===== src/rtl/core/atan2_degrees_fixed_point_top_macros.svh =====
// Assertion macros for the atan2 degrees RTL; only atan2d_poly includes them.
`ifndef ATAN2_DEGREES_FIXED_POINT_TOP_MACROS_SVH
`define ATAN2_DEGREES_FIXED_POINT_TOP_MACROS_SVH
`ifndef SYNTH
// Checked only while out of reset.
`define AT_ASSERT(lbl, prop, msg) \
    lbl: assert property (@(posedge aclk) disable iff (!aresetn) prop) else $error(msg);
// Checked on every edge, reset included.
`define AT_ASSERT_RST(lbl, prop, msg) \
    lbl: assert property (@(posedge aclk) prop) else $error(msg);
`else
`define AT_ASSERT(lbl, prop, msg)
`define AT_ASSERT_RST(lbl, prop, msg)
`endif
`endif


===== src/rtl/core/atan2d_pkg.sv =====
// Shared constants and types of the atan2 degrees pipeline.
`timescale 1ns / 1ps
package atan2d_pkg;

    localparam int FRAC_BITS = 8;

    localparam int IN_W   = 15;
    localparam int SW     = IN_W + 2;
    localparam int NUM_W  = IN_W;
    localparam int DEN_W  = IN_W + 1;
    localparam int CAND_W = DEN_W + 1;
    localparam int Q_W    = FRAC_BITS + 1;
    localparam int DIV_ST = Q_W;
    localparam int R_W    = FRAC_BITS + 2;
    localparam int P_W    = 2 * R_W;
    localparam int T_W    = FRAC_BITS + 8;
    localparam int A_W    = 8;
    localparam int ANG_W  = 9;
    localparam int WK_W   = 10;

    localparam int S_TDATA_W = 32;
    localparam int M_TDATA_W = 16;

    localparam int BASE_POS  = 45;
    localparam int BASE_NEG  = 135;
    localparam int ANG_HALF  = 180;
    localparam int ANG_FULL  = 360;
    localparam int COEF_CUBE = 11;
    localparam int COEF_LIN  = -56;

    localparam logic [Q_W-1:0] Q_ONE = Q_W'(1) << FRAC_BITS;

    typedef struct packed {
        logic y_zero;
        logic y_neg;
        logic x_neg;
        logic num_neg;
    } atan2d_tag_t;

endpackage


===== src/rtl/core/atan2d_div.sv =====
// Front stage and pipelined restoring divider producing the ratio magnitude.
`timescale 1ns / 1ps
module atan2d_div (
    input  logic                                 aclk,
    input  logic                                 aresetn,
    input  logic                                 in_valid,
    output logic                                 in_ready,
    input  logic signed [atan2d_pkg::IN_W-1:0]   in_y,
    input  logic signed [atan2d_pkg::IN_W-1:0]   in_x,
    output logic                                 out_valid,
    input  logic                                 out_ready,
    output logic [atan2d_pkg::Q_W-1:0]           out_q,
    output atan2d_pkg::atan2d_tag_t              out_tag
);
    import atan2d_pkg::*;

    localparam int NS = DIV_ST + 1;

    logic [NS-1:0] vld_reg, vld_next;
    logic [NS:0]   rdy;

    logic signed [SW-1:0] y_ext, x_ext, ay, num, den_s, num_abs;
    logic [NUM_W-1:0]     mag_reg, mag_next;
    logic [DEN_W-1:0]     den0_reg, den0_next;
    atan2d_tag_t          tag0_reg, tag0_next;

    logic [DEN_W-1:0]  rem_reg [DIV_ST];
    logic [DEN_W-1:0]  rem_next [DIV_ST];
    logic [DEN_W-1:0]  den_reg [DIV_ST];
    logic [Q_W-1:0]    q_reg [DIV_ST];
    logic [Q_W-1:0]    q_next [DIV_ST];
    atan2d_tag_t       tag_reg [DIV_ST];

    logic [CAND_W-1:0] cand_in [DIV_ST];
    logic [DEN_W-1:0]  den_in [DIV_ST];
    logic [Q_W-1:0]    q_in [DIV_ST];
    atan2d_tag_t       tag_in [DIV_ST];

    // A stage takes new data when it is empty or its successor moves on.
    always_comb begin
        rdy[NS] = out_ready;
        for (int i = NS - 1; i >= 0; i--) begin
            rdy[i] = !vld_reg[i] || rdy[i+1];
        end
        for (int i = 0; i < NS; i++) begin
            if (rdy[i]) begin
                vld_next[i] = (i == 0) ? in_valid : vld_reg[(i == 0) ? 0 : i - 1];
            end else begin
                vld_next[i] = vld_reg[i];
            end
        end
    end

    assign in_ready = rdy[0];

    // Fold the vector into a numerator and a non-negative denominator.
    always_comb begin
        y_ext = SW'(in_y);
        x_ext = SW'(in_x);
        ay    = in_y[IN_W-1] ? -y_ext : y_ext;
        if (in_x[IN_W-1]) begin
            num   = x_ext + ay;
            den_s = ay - x_ext;
        end else begin
            num   = x_ext - ay;
            den_s = x_ext + ay;
        end
        num_abs           = num[SW-1] ? -num : num;
        mag_next          = num_abs[NUM_W-1:0];
        den0_next         = den_s[DEN_W-1:0];
        tag0_next.y_zero  = (in_y == '0);
        tag0_next.y_neg   = in_y[IN_W-1];
        tag0_next.x_neg   = in_x[IN_W-1];
        tag0_next.num_neg = num[SW-1];
    end

    // Each divider stage settles one quotient bit, the weight of 1.0 first.
    always_comb begin
        cand_in[0] = CAND_W'(mag_reg);
        den_in[0]  = den0_reg;
        q_in[0]    = '0;
        tag_in[0]  = tag0_reg;
        for (int k = 1; k < DIV_ST; k++) begin
            cand_in[k] = {rem_reg[k-1], 1'b0};
            den_in[k]  = den_reg[k-1];
            q_in[k]    = q_reg[k-1];
            tag_in[k]  = tag_reg[k-1];
        end
        for (int k = 0; k < DIV_ST; k++) begin
            if (cand_in[k] >= CAND_W'(den_in[k])) begin
                rem_next[k] = DEN_W'(cand_in[k] - CAND_W'(den_in[k]));
                q_next[k]   = {q_in[k][Q_W-2:0], 1'b1};
            end else begin
                rem_next[k] = DEN_W'(cand_in[k]);
                q_next[k]   = {q_in[k][Q_W-2:0], 1'b0};
            end
        end
    end

    always_ff @(posedge aclk) begin
        if (!aresetn) begin
            vld_reg <= '0;
        end else begin
            vld_reg <= vld_next;
        end
    end

    always_ff @(posedge aclk) begin
        if (rdy[0]) begin
            mag_reg  <= mag_next;
            den0_reg <= den0_next;
            tag0_reg <= tag0_next;
        end
        for (int k = 0; k < DIV_ST; k++) begin
            if (rdy[k+1]) begin
                rem_reg[k] <= rem_next[k];
                den_reg[k] <= den_in[k];
                q_reg[k]   <= q_next[k];
                tag_reg[k] <= tag_in[k];
            end
        end
    end

    assign out_valid = vld_reg[NS-1];
    assign out_q     = q_reg[DIV_ST-1];
    assign out_tag   = tag_reg[DIV_ST-1];

endmodule


===== src/rtl/core/atan2d_poly.sv =====
// Signed ratio, cubic polynomial and quadrant folding into whole degrees.
`timescale 1ns / 1ps
`include "atan2_degrees_fixed_point_top_macros.svh"
module atan2d_poly (
    input  logic                          aclk,
    input  logic                          aresetn,
    input  logic                          in_valid,
    output logic                          in_ready,
    input  logic [atan2d_pkg::Q_W-1:0]    in_q,
    input  atan2d_pkg::atan2d_tag_t       in_tag,
    output logic                          out_valid,
    input  logic                          out_ready,
    output logic [atan2d_pkg::ANG_W-1:0]  out_angle
);
    import atan2d_pkg::*;

    localparam int NS = 4;

    logic [NS-1:0] vld_reg, vld_next;
    logic [NS:0]   rdy;

    logic signed [R_W-1:0]  r0_reg, r_next, r1_reg, r2s;
    logic signed [P_W-1:0]  rr_reg, rr_next;
    logic signed [P_W-1:0]  cr_reg, cr_next;
    logic signed [R_W-1:0]  c1;
    logic signed [T_W-1:0]  t_reg, t_next;
    logic signed [A_W-1:0]  a_s;
    logic signed [WK_W-1:0] base, raw;
    logic [ANG_W-1:0]       angle_reg, angle_next;
    atan2d_tag_t            tag0_reg, tag1_reg, tag2_reg;

    always_comb begin
        rdy[NS] = out_ready;
        for (int i = NS - 1; i >= 0; i--) begin
            rdy[i] = !vld_reg[i] || rdy[i+1];
        end
        for (int i = 0; i < NS; i++) begin
            if (rdy[i]) begin
                vld_next[i] = (i == 0) ? in_valid : vld_reg[(i == 0) ? 0 : i - 1];
            end else begin
                vld_next[i] = vld_reg[i];
            end
        end
    end

    assign in_ready = rdy[0];

    // Truncation toward zero: the magnitude quotient takes the numerator's sign.
    always_comb begin
        r_next  = in_tag.num_neg ? -R_W'(in_q) : R_W'(in_q);
        rr_next = P_W'(r_next) * P_W'(r_next);
    end

    always_comb begin
        r2s     = rr_reg[FRAC_BITS +: R_W];
        cr_next = P_W'(r2s) * P_W'(r0_reg);
    end

    // Bit-selects of the two's complement products give the floor shift.
    always_comb begin
        c1     = cr_reg[FRAC_BITS +: R_W];
        t_next = T_W'(c1) * T_W'(COEF_CUBE) + T_W'(r1_reg) * T_W'(COEF_LIN);
    end

    always_comb begin
        a_s  = t_reg[FRAC_BITS +: A_W];
        base = tag2_reg.x_neg ? WK_W'(BASE_NEG) : WK_W'(BASE_POS);
        raw  = base + WK_W'(a_s);
        if (tag2_reg.y_zero) begin
            raw = tag2_reg.x_neg ? WK_W'(ANG_HALF) : '0;
        end
        if (tag2_reg.y_neg) begin
            raw = WK_W'(ANG_FULL) - raw;
        end
        angle_next = raw[ANG_W-1:0];
    end

    always_ff @(posedge aclk) begin
        if (!aresetn) begin
            vld_reg <= '0;
        end else begin
            vld_reg <= vld_next;
        end
    end

    always_ff @(posedge aclk) begin
        if (rdy[0]) begin
            r0_reg   <= r_next;
            rr_reg   <= rr_next;
            tag0_reg <= in_tag;
        end
        if (rdy[1]) begin
            r1_reg   <= r0_reg;
            cr_reg   <= cr_next;
            tag1_reg <= tag0_reg;
        end
        if (rdy[2]) begin
            t_reg    <= t_next;
            tag2_reg <= tag1_reg;
        end
        if (rdy[3]) begin
            angle_reg <= angle_next;
        end
    end

    assign out_valid = vld_reg[NS-1];
    assign out_angle = angle_reg;

    `AT_ASSERT_RST(a_rst_empty, !aresetn |=> !out_valid, "pipeline not empty after reset")
    `AT_ASSERT(a_ratio_bound, in_valid && !in_tag.y_zero |-> in_q <= Q_ONE, "ratio above one")
    `AT_ASSERT(a_angle_range, out_valid |-> angle_reg <= ANG_W'(ANG_FULL), "angle above 360")
    `AT_ASSERT(a_axis_angle, vld_reg[2] && tag2_reg.y_zero && rdy[3] |=> angle_reg == '0 || angle_reg == ANG_W'(ANG_HALF), "axis angle wrong")

endmodule


===== src/rtl/core/atan2_degrees_fixed_point_top.sv =====
// Top level of the approximate atan2 in whole degrees.
`timescale 1ns / 1ps
// Usage:
// The slave channel takes one (y, x) request per cycle while s_tready is high:
// y in s_tdata[14:0], x in s_tdata[29:15], both signed, nominally within +-16383.
// The master channel returns one angle per request, 0 to 360 degrees, in
// m_tdata[8:0], in request order.
// A request passes fourteen register stages and the first one loads on the
// accepting edge: one folding stage, nine restoring divider stages (one
// quotient bit each) and four stages for the signed ratio, two multiplies
// and the final sum and fold.
// Throughput is one request per cycle while m_tready is high; the divider
// pipeline sets it.
// Every stage carries its own valid bit. When the receiver holds m_tready
// low, the full stages hold their data and empty stages still fill, so
// s_tready drops only once the whole pipeline is full.
// A synchronous active-low reset empties the pipeline; no request is
// pending afterwards.
module atan2_degrees_fixed_point_top (
    input  logic                               aclk,
    input  logic                               aresetn,
    input  logic                               s_tvalid,
    output logic                               s_tready,
    input  logic [atan2d_pkg::S_TDATA_W-1:0]   s_tdata,  // y_value[14:0], x_value[29:15]
    output logic                               m_tvalid,
    input  logic                               m_tready,
    output logic [atan2d_pkg::M_TDATA_W-1:0]   m_tdata   // angle_deg[8:0]
);
    import atan2d_pkg::*;

    logic              div_valid, div_ready;
    logic [Q_W-1:0]    div_q;
    atan2d_tag_t       div_tag;
    logic [ANG_W-1:0]  angle;

    atan2d_div u_div (
        .aclk      (aclk),
        .aresetn   (aresetn),
        .in_valid  (s_tvalid),
        .in_ready  (s_tready),
        .in_y      (s_tdata[IN_W-1:0]),
        .in_x      (s_tdata[2*IN_W-1:IN_W]),
        .out_valid (div_valid),
        .out_ready (div_ready),
        .out_q     (div_q),
        .out_tag   (div_tag)
    );

    atan2d_poly u_poly (
        .aclk      (aclk),
        .aresetn   (aresetn),
        .in_valid  (div_valid),
        .in_ready  (div_ready),
        .in_q      (div_q),
        .in_tag    (div_tag),
        .out_valid (m_tvalid),
        .out_ready (m_tready),
        .out_angle (angle)
    );

    assign m_tdata = M_TDATA_W'(angle);

endmodule


===== config.mk =====
export PLATFORM = sky130hd
export DESIGN_NAME = atan2_degrees_fixed_point_top
export DESIGN_NICKNAME = d
export VERILOG_FILES = /design/src/rtl/core/atan2d_pkg.sv /design/src/rtl/core/atan2d_div.sv /design/src/rtl/core/atan2d_poly.sv /design/src/rtl/core/atan2_degrees_fixed_point_top.sv
export VERILOG_INCLUDE_DIRS = /design/src /design/src/rtl/core
export SDC_FILE = /design/constraint.sdc
export NUM_CORES = 1
export LEC_CHECK = 0
export BUFFER_PORTS_ARGS = -buffer_cell sky130_fd_sc_hd__clkbuf_2
export CORE_UTILIZATION = 40
export CTS_CLUSTER_SIZE = 40
export DETAILED_ROUTE_END_ITERATION = 8
export SETUP_SLACK_MARGIN = 0.1
export SLEW_MARGIN = 20
export SYNTH_ARGS = -nofsm -noshare
export SYNTH_HDL_FRONTEND = slang
export SYNTH_SLANG_ARGS = --single-unit

===== constraint.sdc =====
create_clock -name aclk -period 11.4 [get_ports aclk]
set_input_delay 1.14 -clock aclk [delete_from_list [all_inputs] [get_ports aclk]]
set_output_delay 1.14 -clock aclk [all_outputs]
set_load 0.005 [all_outputs]

; Word-level counts from Yosys, hierarchy flattened
; Memories as Yosys holds them, arrays and structs flattened.
; Cells that the tools add are included.
[totals]
reg_bits = 139
ram_bits = 405
input_bits = 36
output_inout_bits = 18
word_cells = 144
mem_count = 4
[memory_table]
columns = memory, depth, width, read_ports, rd_clocked_by_memory_dff, write_ports, line
row1 = u_div.den_reg, 9, 16, 8, 0, 9, atan2d_div.sv:29  ; logic [DEN_W-1:0] den_reg [DIV_ST];
row2 = u_div.rem_reg, 9, 16, 8, 0, 9, atan2d_div.sv:27  ; logic [DEN_W-1:0] rem_reg [DIV_ST];
row3 = u_div.q_reg, 9, 9, 9, 0, 9, atan2d_div.sv:30  ; logic [Q_W-1:0] q_reg [DIV_ST];
row4 = u_div.tag_reg, 9, 4, 9, 0, 9, atan2d_div.sv:32  ; atan2d_tag_t tag_reg [DIV_ST];
[classes]
addsub = 18
multipliers = 4
order_cmp = 9
mux = 45
n_reduce_logical = 29
[ops]
columns = op, n
row1 = 16-bit 2-to-1 mux, 10
row2 = 17-bit by 16-bit >= comparator with 1-bit output, 8
row3 = 16-bit subtractor, 8
row4 = 10-bit by 10-bit multiplier with 18-bit output, 2
row5 = 17-bit 2-to-1 mux, 2
row6 = 1-bit 2-to-1 mux, 27
row7 = 9-bit 2-to-1 mux, 2
row8 = 15-bit by 17-bit adder with 17-bit output, 1
row9 = 15-bit negation with 17-bit output, 1
row10 = 15-bit by 17-bit subtractor with 17-bit output, 1
row11 = 16-bit adder, 1
row12 = 15-bit by 16-bit >= comparator with 1-bit output, 1
row13 = 8-bit 2-to-1 mux, 2
row14 = 15-bit by 16-bit subtractor with 16-bit output, 1
row15 = 16-bit by 15-bit subtractor with 16-bit output, 1
row16 = 15-bit logical NOT, 1
row17 = 10-bit by 5-bit multiplier with 15-bit output (second input constant), 1
row18 = 15-bit 2-to-1 mux, 1
row19 = 15-bit negation, 1
row20 = 1-bit logical NOT, 14
row21 = 1-bit logical OR, 14
row22 = 10-bit by 4-bit multiplier with 13-bit output (second input constant), 1
row23 = 10-bit 2-to-1 mux, 1
row24 = 9-bit negation with 10-bit output, 1
row25 = other kinds (2), 2

; Depth between registers and ports, before layout
; Gate-level depths: netlist (run 1).
[depth]
depth_word = 16
ltp_mapped = 27

; Modules after synthesis
; Synthesis (run 1) repeated with hierarchy kept, for this count alone.
[hier_totals]
cells_unflattened = 2964
area_unflattened_um2 = 32979.1
[modules_own_cells]
columns = mod, n_inst, cells_per_inst, area_each_um2, seq_area_each_um2
row1 = atan2d_div, 1, 1878, 22071.2, 11340.9
row2 = atan2d_poly, 1, 1078, 10851.7, 2062.0
row3 = atan2_degrees_fixed_point_top, 1, 8, 56.3, 0.0

; Least setup slack after synthesis (run 1)
; OpenSTA, ideal clock, no wires.
[synth_path]
path_type = reg-to-reg
startpoint = memory u_div.q_reg[0][76] in the netlist's numbering
endpoint = register u_poly.rr_reg[17], data pin
setup_ns = 0.260
arrival_time_ns = 6.328
required_time_ns = 11.140
slack_ns = 4.812
stages_incl_launch_ff = 24
n_path_buf = 0
synth_period_minus_slack_ns = 6.588
cell_sequence = edfxtp_1 > or4_1 > or2_2 > o31ai_2 > inv_2 > nand2_1 > inv_1 > fa_1 > inv_1 > fa_1 > inv_1 > fa_1 > fa_1 > inv_1 > fa_1 > inv_1 > ha_1 > and3_1 > o211ai_1 > nand3_1 > or2_1 > a21o_1 > a21oi_1 > xnor2_1
[synth_lines]
columns = item, line
row1 = "start, declared", atan2d_div.sv:30
row2 = "end signal, assigned", atan2d_poly.sv:89  ; rr_reg <= rr_next;
row3 = "end, declared", atan2d_poly.sv:23  ; logic signed [P_W-1:0] rr_reg, rr_next;

==> results of run 1 <==
-- worst reg2reg max path, stage by stage, from the launching register on --
cell and delay (ns):
edfxtp_1 0.44, or4_1 0.54, or2_2 0.31, o31ai_2 0.59, inv_2 0.27, nand2_1 0.19
inv_1 0.09, fa_1 0.68, inv_1 0.17, fa_1 0.55, inv_1 0.05, fa_1 0.46
fa_1 0.54, inv_1 0.05, fa_1 0.53, inv_1 0.04, ha_1 0.33, and3_1 0.20
o211ai_1 0.09, nand3_1 0.15, or2_1 0.28, a21o_1 0.21, a21oi_1 0.18, xnor2_1 0.08
-- layer usage --
layer / global-route usage / wire (um) / vias up
met4: 0.04312 / 1370 / 0
met3: 0.01754 / 1683 / 88
met5: 0 / 0 / -
li1: - / - / 10560
met1: 0.2079 / 29470 / 9904
met2: 0.2583 / 29080 / 255
-- synthesized netlist by cell type (19+ instances only) --
| master | n |
|---|---|
| a21o_1 | 50 |
| a21oi_1 | 137 |
| and2_1 | 49 |
| and3_1 | 24 |
| clkbuf_1 | 41 |
| edfxtp_1 | 437 |
| fa_1 | 173 |
| ha_1 | 333 |
| inv_1 | 489 |
| mux2_2 | 57 |
| mux2i_1 | 19 |
| nand2_1 | 193 |
| nand2b_1 | 38 |
| nand3_1 | 36 |
| nand4_1 | 21 |
| nor2_1 | 182 |
| nor2b_1 | 53 |
| nor3_1 | 53 |
| o21a_1 | 50 |
| o21ai_0 | 115 |
| o31ai_1 | 23 |
| xnor2_1 | 142 |
| xor2_1 | 70 |
-- logic make-up (layout without fill, tap and decap cells) --
group | after synthesis | after routing | share of synthesized area
flops | 451 | 451 | 0.4084
simple gates | 715 | 715 | 0.1058
xor+xnor | 213 | 213 | 0.05726
buf+inv | 556 | 646 | 0.06542
compound gates | 529 | 529 | 0.1048
other cells | 2 | 9 | 0.0002288
mux | 77 | 77 | 0.02569
fa+ha+maj | 506 | 506 | 0.2325
-- through the flow --
step	util	area (sq um)	setup slack (ns)	std cells	hold slack, ns
3_5_place_dp	0.4232	34200	4.142	4110	0.4045
5_1_grt	0.4443	35900	3.715	4206	0.4102
4_1_cts	0.4443	35900	4.081	4206	0.3966
3_3_place_gp	0.4232	34200	4.170	4110	0.4008
2_1_floorplan	-	32850	4.812	3056	0.4003
6_report	0.4443	35900	4.107	4206	0.4000
-- final cells by class --
class | instances | area share
timing repair buffer | 57 | 0.008852
tap | 1060 | 0.03694
sequential | 451 | 0.3733
multi-input combinational | 2049 | 0.4820
clock buffer | 59 | 0.03638
inverter | 493 | 0.05154
clock inverter | 37 | 0.01094
-- final timing paths --
path	start	endpoint	cells past startpoint
worst max-delay path	u_div.q_reg[0][76]	u_poly.rr_reg[17]	23
worst min-delay path	u_div.q_reg[0][69]	u_div.q_reg[0][79]	0
worst min register to register	u_div.q_reg[0][69]	u_div.q_reg[0][79]	0
worst max register to register	u_div.q_reg[0][76]	u_poly.rr_reg[17]	23
==> metrics.txt, run 1 <==
ys async rst share 0; Die ar. 0.08320 sq mm; Synth top area share 0.3998; Setup Buffers After CTS 0; Mean Syn Cell Area between 10 and 15 sq um; first-pass GRT wire length about 100 mm; Die W around 290 um; final wirelength around 60 mm; clk_lat worst skew a little over 0.6 ns; Max-Cap Viols 0; worst path required time between 10 and 15 ns; Setup CP Type flip-flop to flip-flop; Worst-Margin Slew between 1 and 1.5 ns; H-tree lvl count 2; Slowest-stage cell, CP fa_1; Multi-input gate area roughly 0.017 sq mm; Root Driver clkbuf_16; Max Freq 0.1371 GHz; fin. max-slew vios 0; Die Ht approximately 290 um; ant diodes 0; family with the most delay on the worst path adder cells; period utilisation layout 0.6398; initial core utilization 0.4062; WP buf/inv 6; Final Critical Period about 7.3 ns; Hold WC Path Type flip-flop to flip-flop; Mapped Area roughly 0.033 sq mm; slew margin rel. 0.3235; commonest cells after routing, fill and taps aside inv_1, edfxtp_1, ha_1; hold violation count in the final report 0; fillers approximately 7600; Reg area 0.01340 sq mm; Worst setup SP type flip-flop; nets@finish between 3000 and 4000; RSZ-0062 raised after global routing false; CTS tree built; num rows between 100 and 150; ratio of cells with drive above 1 in the final layout 0.07565; clock sink total 451; hold_buf cts 0; clock skew after layout roughly 0.028 ns; Reg clk slew, reported paths ~0.060 ns; Final setup viols 0; Seq/Total Area, Yosys 0.4084; Detail Placement HPWL 48.19 mm; Total GRT Usage 0.1533; # IOs 54; CP Capture Type flip-flop; initial antenna violation count 0; outcome finished, final reports clean; top post-synthesis cells by area edfxtp_1, ha_1, fa_1, inv_1, xnor2_1; critical path fanouts, max 9; Yosys warnings 0; Synth cell types a little over 80; Syn Inst Count 3049; Worst Path Arrival ~7.6 ns; number of CTS-inserted buffers approximately 50; # DRC 0; final setup TNS 0 ns; WL/cell between 10 and 15 um; Post-synth top flop edfxtp_1; Final ANT Viol Nets 0; Initial DRT Pass Iterations 5; largest area contributor in the netlist edfxtp_1; commonest non-fill, non-tap cell in the layout inv_1; Synth Register Bits 451; DRT iter0 DRCs around 1100; synthesis-to-finish area growth 9.394%; EDFF count, synth 437; post-CTS sizing 0; largest net degree at the start of global routing 49; Core Area 0.08081 sq mm; vias per inst roughly 4.9; Crit path largest cell delay 0.68 ns; gpl congestion 0.8295; CTS Buffer Depth 3; vias in the first global route between 20000 and 25000; PortBufs 44; crit-path cells or4_1, or2_2, o31ai_2, inv_2, nand2_1, inv_1, fa_1, inv_1, fa_1, inv_1, fa_1, fa_1, inv_1, fa_1, inv_1, ha_1, and3_1, o211ai_1, nand3_1, or2_1, a21o_1, a21oi_1, xnor2_1; reg-to-reg slack, setup about 4.1 ns; GR Overflow Total 0; Vias roughly 21000
Power of run 1 is left out: the tool's default activity adds up to more than one toggle a clock period on the data nets, which glitch-free logic cannot reach.
==> inputs of run 2 (changes only) <==
clock period = 6.3 ns   (was 11.4 ns; I/O delays follow)
==> run 2 against run 1 <==
  * Die area did not move
  * Fmax rose by 19%
  * Critical path depth fell by 1
  * Non-clock buffer count rose by 78
  * Clock skew fell by 0.0089 ns
  * Setup slack got worse by 4.0 ns
  * Clock-buffer cell count rose by 6
  * Wire length rose by 1.5%
  * Worst hold slack got worse by 0.12 ns
==> metrics.txt, run 2 (same netlist as run 1, synthesis figures left out) <==
Die Ht around 290 um; Worst setup SP type flip-flop; WL/cell around 15 um; Reg clk slew, reported paths approximately 0.06 ns; initial core utilization 0.4062; nets@finish around 3700; hold_buf cts 0; Total GRT Usage 0.1536; fillers 7489; Final ANT Viol Nets 0; Die ar. about 0.083 sq mm; Worst-Margin Slew about 1.0 ns; worst r2r path cells 22; Worst Path Arrival approximately 6.5 ns; commonest non-fill, non-tap cell in the layout inv_1; # IOs 54; CTS Buffer Depth 3; Initial DRT Pass Iterations 5; clk_lat worst skew slightly below 0.6 ns; outcome finished, final reports clean; PortBufs 44; worst path required time ~6.7 ns; Setup CP Type flip-flop to flip-flop; Die W 288.4 um; fin. max-slew vios 0; Vias roughly 21000; Multi-input gate area ~0.018 sq mm; DRT iter0 DRCs 971; hold violation count in the final report 0; gpl congestion between 0.8 and 0.9; family with the most delay on the worst path adder cells; clock skew after layout between 0.015 and 0.02 ns; crit-path cells or4_4, or2_4, o31ai_4, buf_6, buf_4, nor2_1, fa_2, buf_6, fa_1, fa_1, inv_1, fa_1, fa_1, inv_1, ha_1, and3_4, o211ai_1, nand3_1, or2_1, a21o_1, a21oi_2, xnor2_1; Slowest-stage cell, CP fa_2; Detail Placement HPWL 48.67 mm; largest net degree at the start of global routing 49; # DRC 0; number of CTS-inserted buffers 52; crit-path most repeated cell fa_1; CTS tree built; initial antenna violation count 0; Worst path depth 22; Crit path largest cell delay between 0.5 and 0.6 ns; period utilisation layout 0.9768; Hold WC Path Type primary input to flip-flop; fin worst setup slack around 0.15 ns; Core Area 0.08081 sq mm; Reg area about 0.013 sq mm; CP Capture Type flip-flop; vias per inst 4.936; H-tree lvl count 2; RSZ-0062 raised after global routing true; num rows around 100; Max-Cap Viols 0; critical path fanouts, max 3; slew margin rel. 0.3223; vias in the first global route between 20000 and 25000; Max Freq 0.1625 GHz; WP buf/inv 5; ant diodes 0; hold depth 3; synthesis-to-finish area growth 12.32%; Root Driver clkbuf_16; first-pass GRT wire length approximately 100 mm; GR Overflow Total 0; final setup TNS 0 ns; Place WS -0.08935 ns; clock sink total roughly 450; Final setup viols 0; Final Critical Period around 6.2 ns; commonest cells after routing, fill and taps aside inv_1, edfxtp_1, ha_1; final wirelength about 63 mm; ratio of cells with drive above 1 in the final layout 0.1148
run 2: cell types whose count changed in the layout (fill, tap and decap cells not counted), moves of 6 or more:
| cell | delta |
|---|---|
| ha_1 | -6 |
| inv_1 | -14 |
| nor2_1 | -9 |
| nand2_1 | -8 |
| buf_4 | +70 |
| ha_4 | +6 |
| buf_6 | +8 |
| inv_2 | +13 |
run 2: worst paths after layout:
path	start	end	slack, ns
max reg2reg	u_div.q_reg[0][76]	u_poly.rr_reg[17]	0.15
max	u_div.q_reg[0][76]	u_poly.rr_reg[17]	0.15
min reg2reg	u_div.q_reg[0][27]	u_div.q_reg[0][37]	0.40
min	s_tvalid	u_div.vld_reg[0]	0.28
run 2: metal layers:
layer	vias up	track usage	wire length (um)
met3	91	0.01840	1696
met5	-	0	0
met1	10110	0.1992	28790
li1	10720	-	-
met2	232	0.2692	30660
met4	0	0.04259	1398
run 2: through the flow:
stage	cells	utilization	hold WS [ns]	area (sq um)
2_1_floorplan	3056	-	0.4003	32910
3_3_place_gp	4159	0.4286	0.4002	34630
3_5_place_dp	4159	0.4286	0.4045	34630
4_1_cts	4262	0.4523	0.2415	36550
5_1_grt	4284	0.4562	0.2698	36860
6_report	4284	0.4562	0.2830	36860
run 2: layout make-up:
cell class | instances | area share
Clock buffer | 65 | 0.03778
Clock inverter | 31 | 0.008859
Inverter | 493 | 0.05037
Multi-Input combinational cell | 2049 | 0.4781
Sequential cell | 451 | 0.3636
Tap cell | 1060 | 0.03598
Timing Repair Buffer | 135 | 0.02532
run 2: worst min-delay path, delay by kind of cell:
kind	cells	cell delay, ns
and+or+nand+nor	1	0.10
buffers and inverters	1	0.07
AOI/OAI and AO/OA	1	0.03
run 2: what timing repair did:
item	in CTS	in global routing
pin swaps	37	46
setup buffers	7	22
resized for setup	36	36
setup endpoints to repair	5	6
Power of run 2 is left out for the same reason.
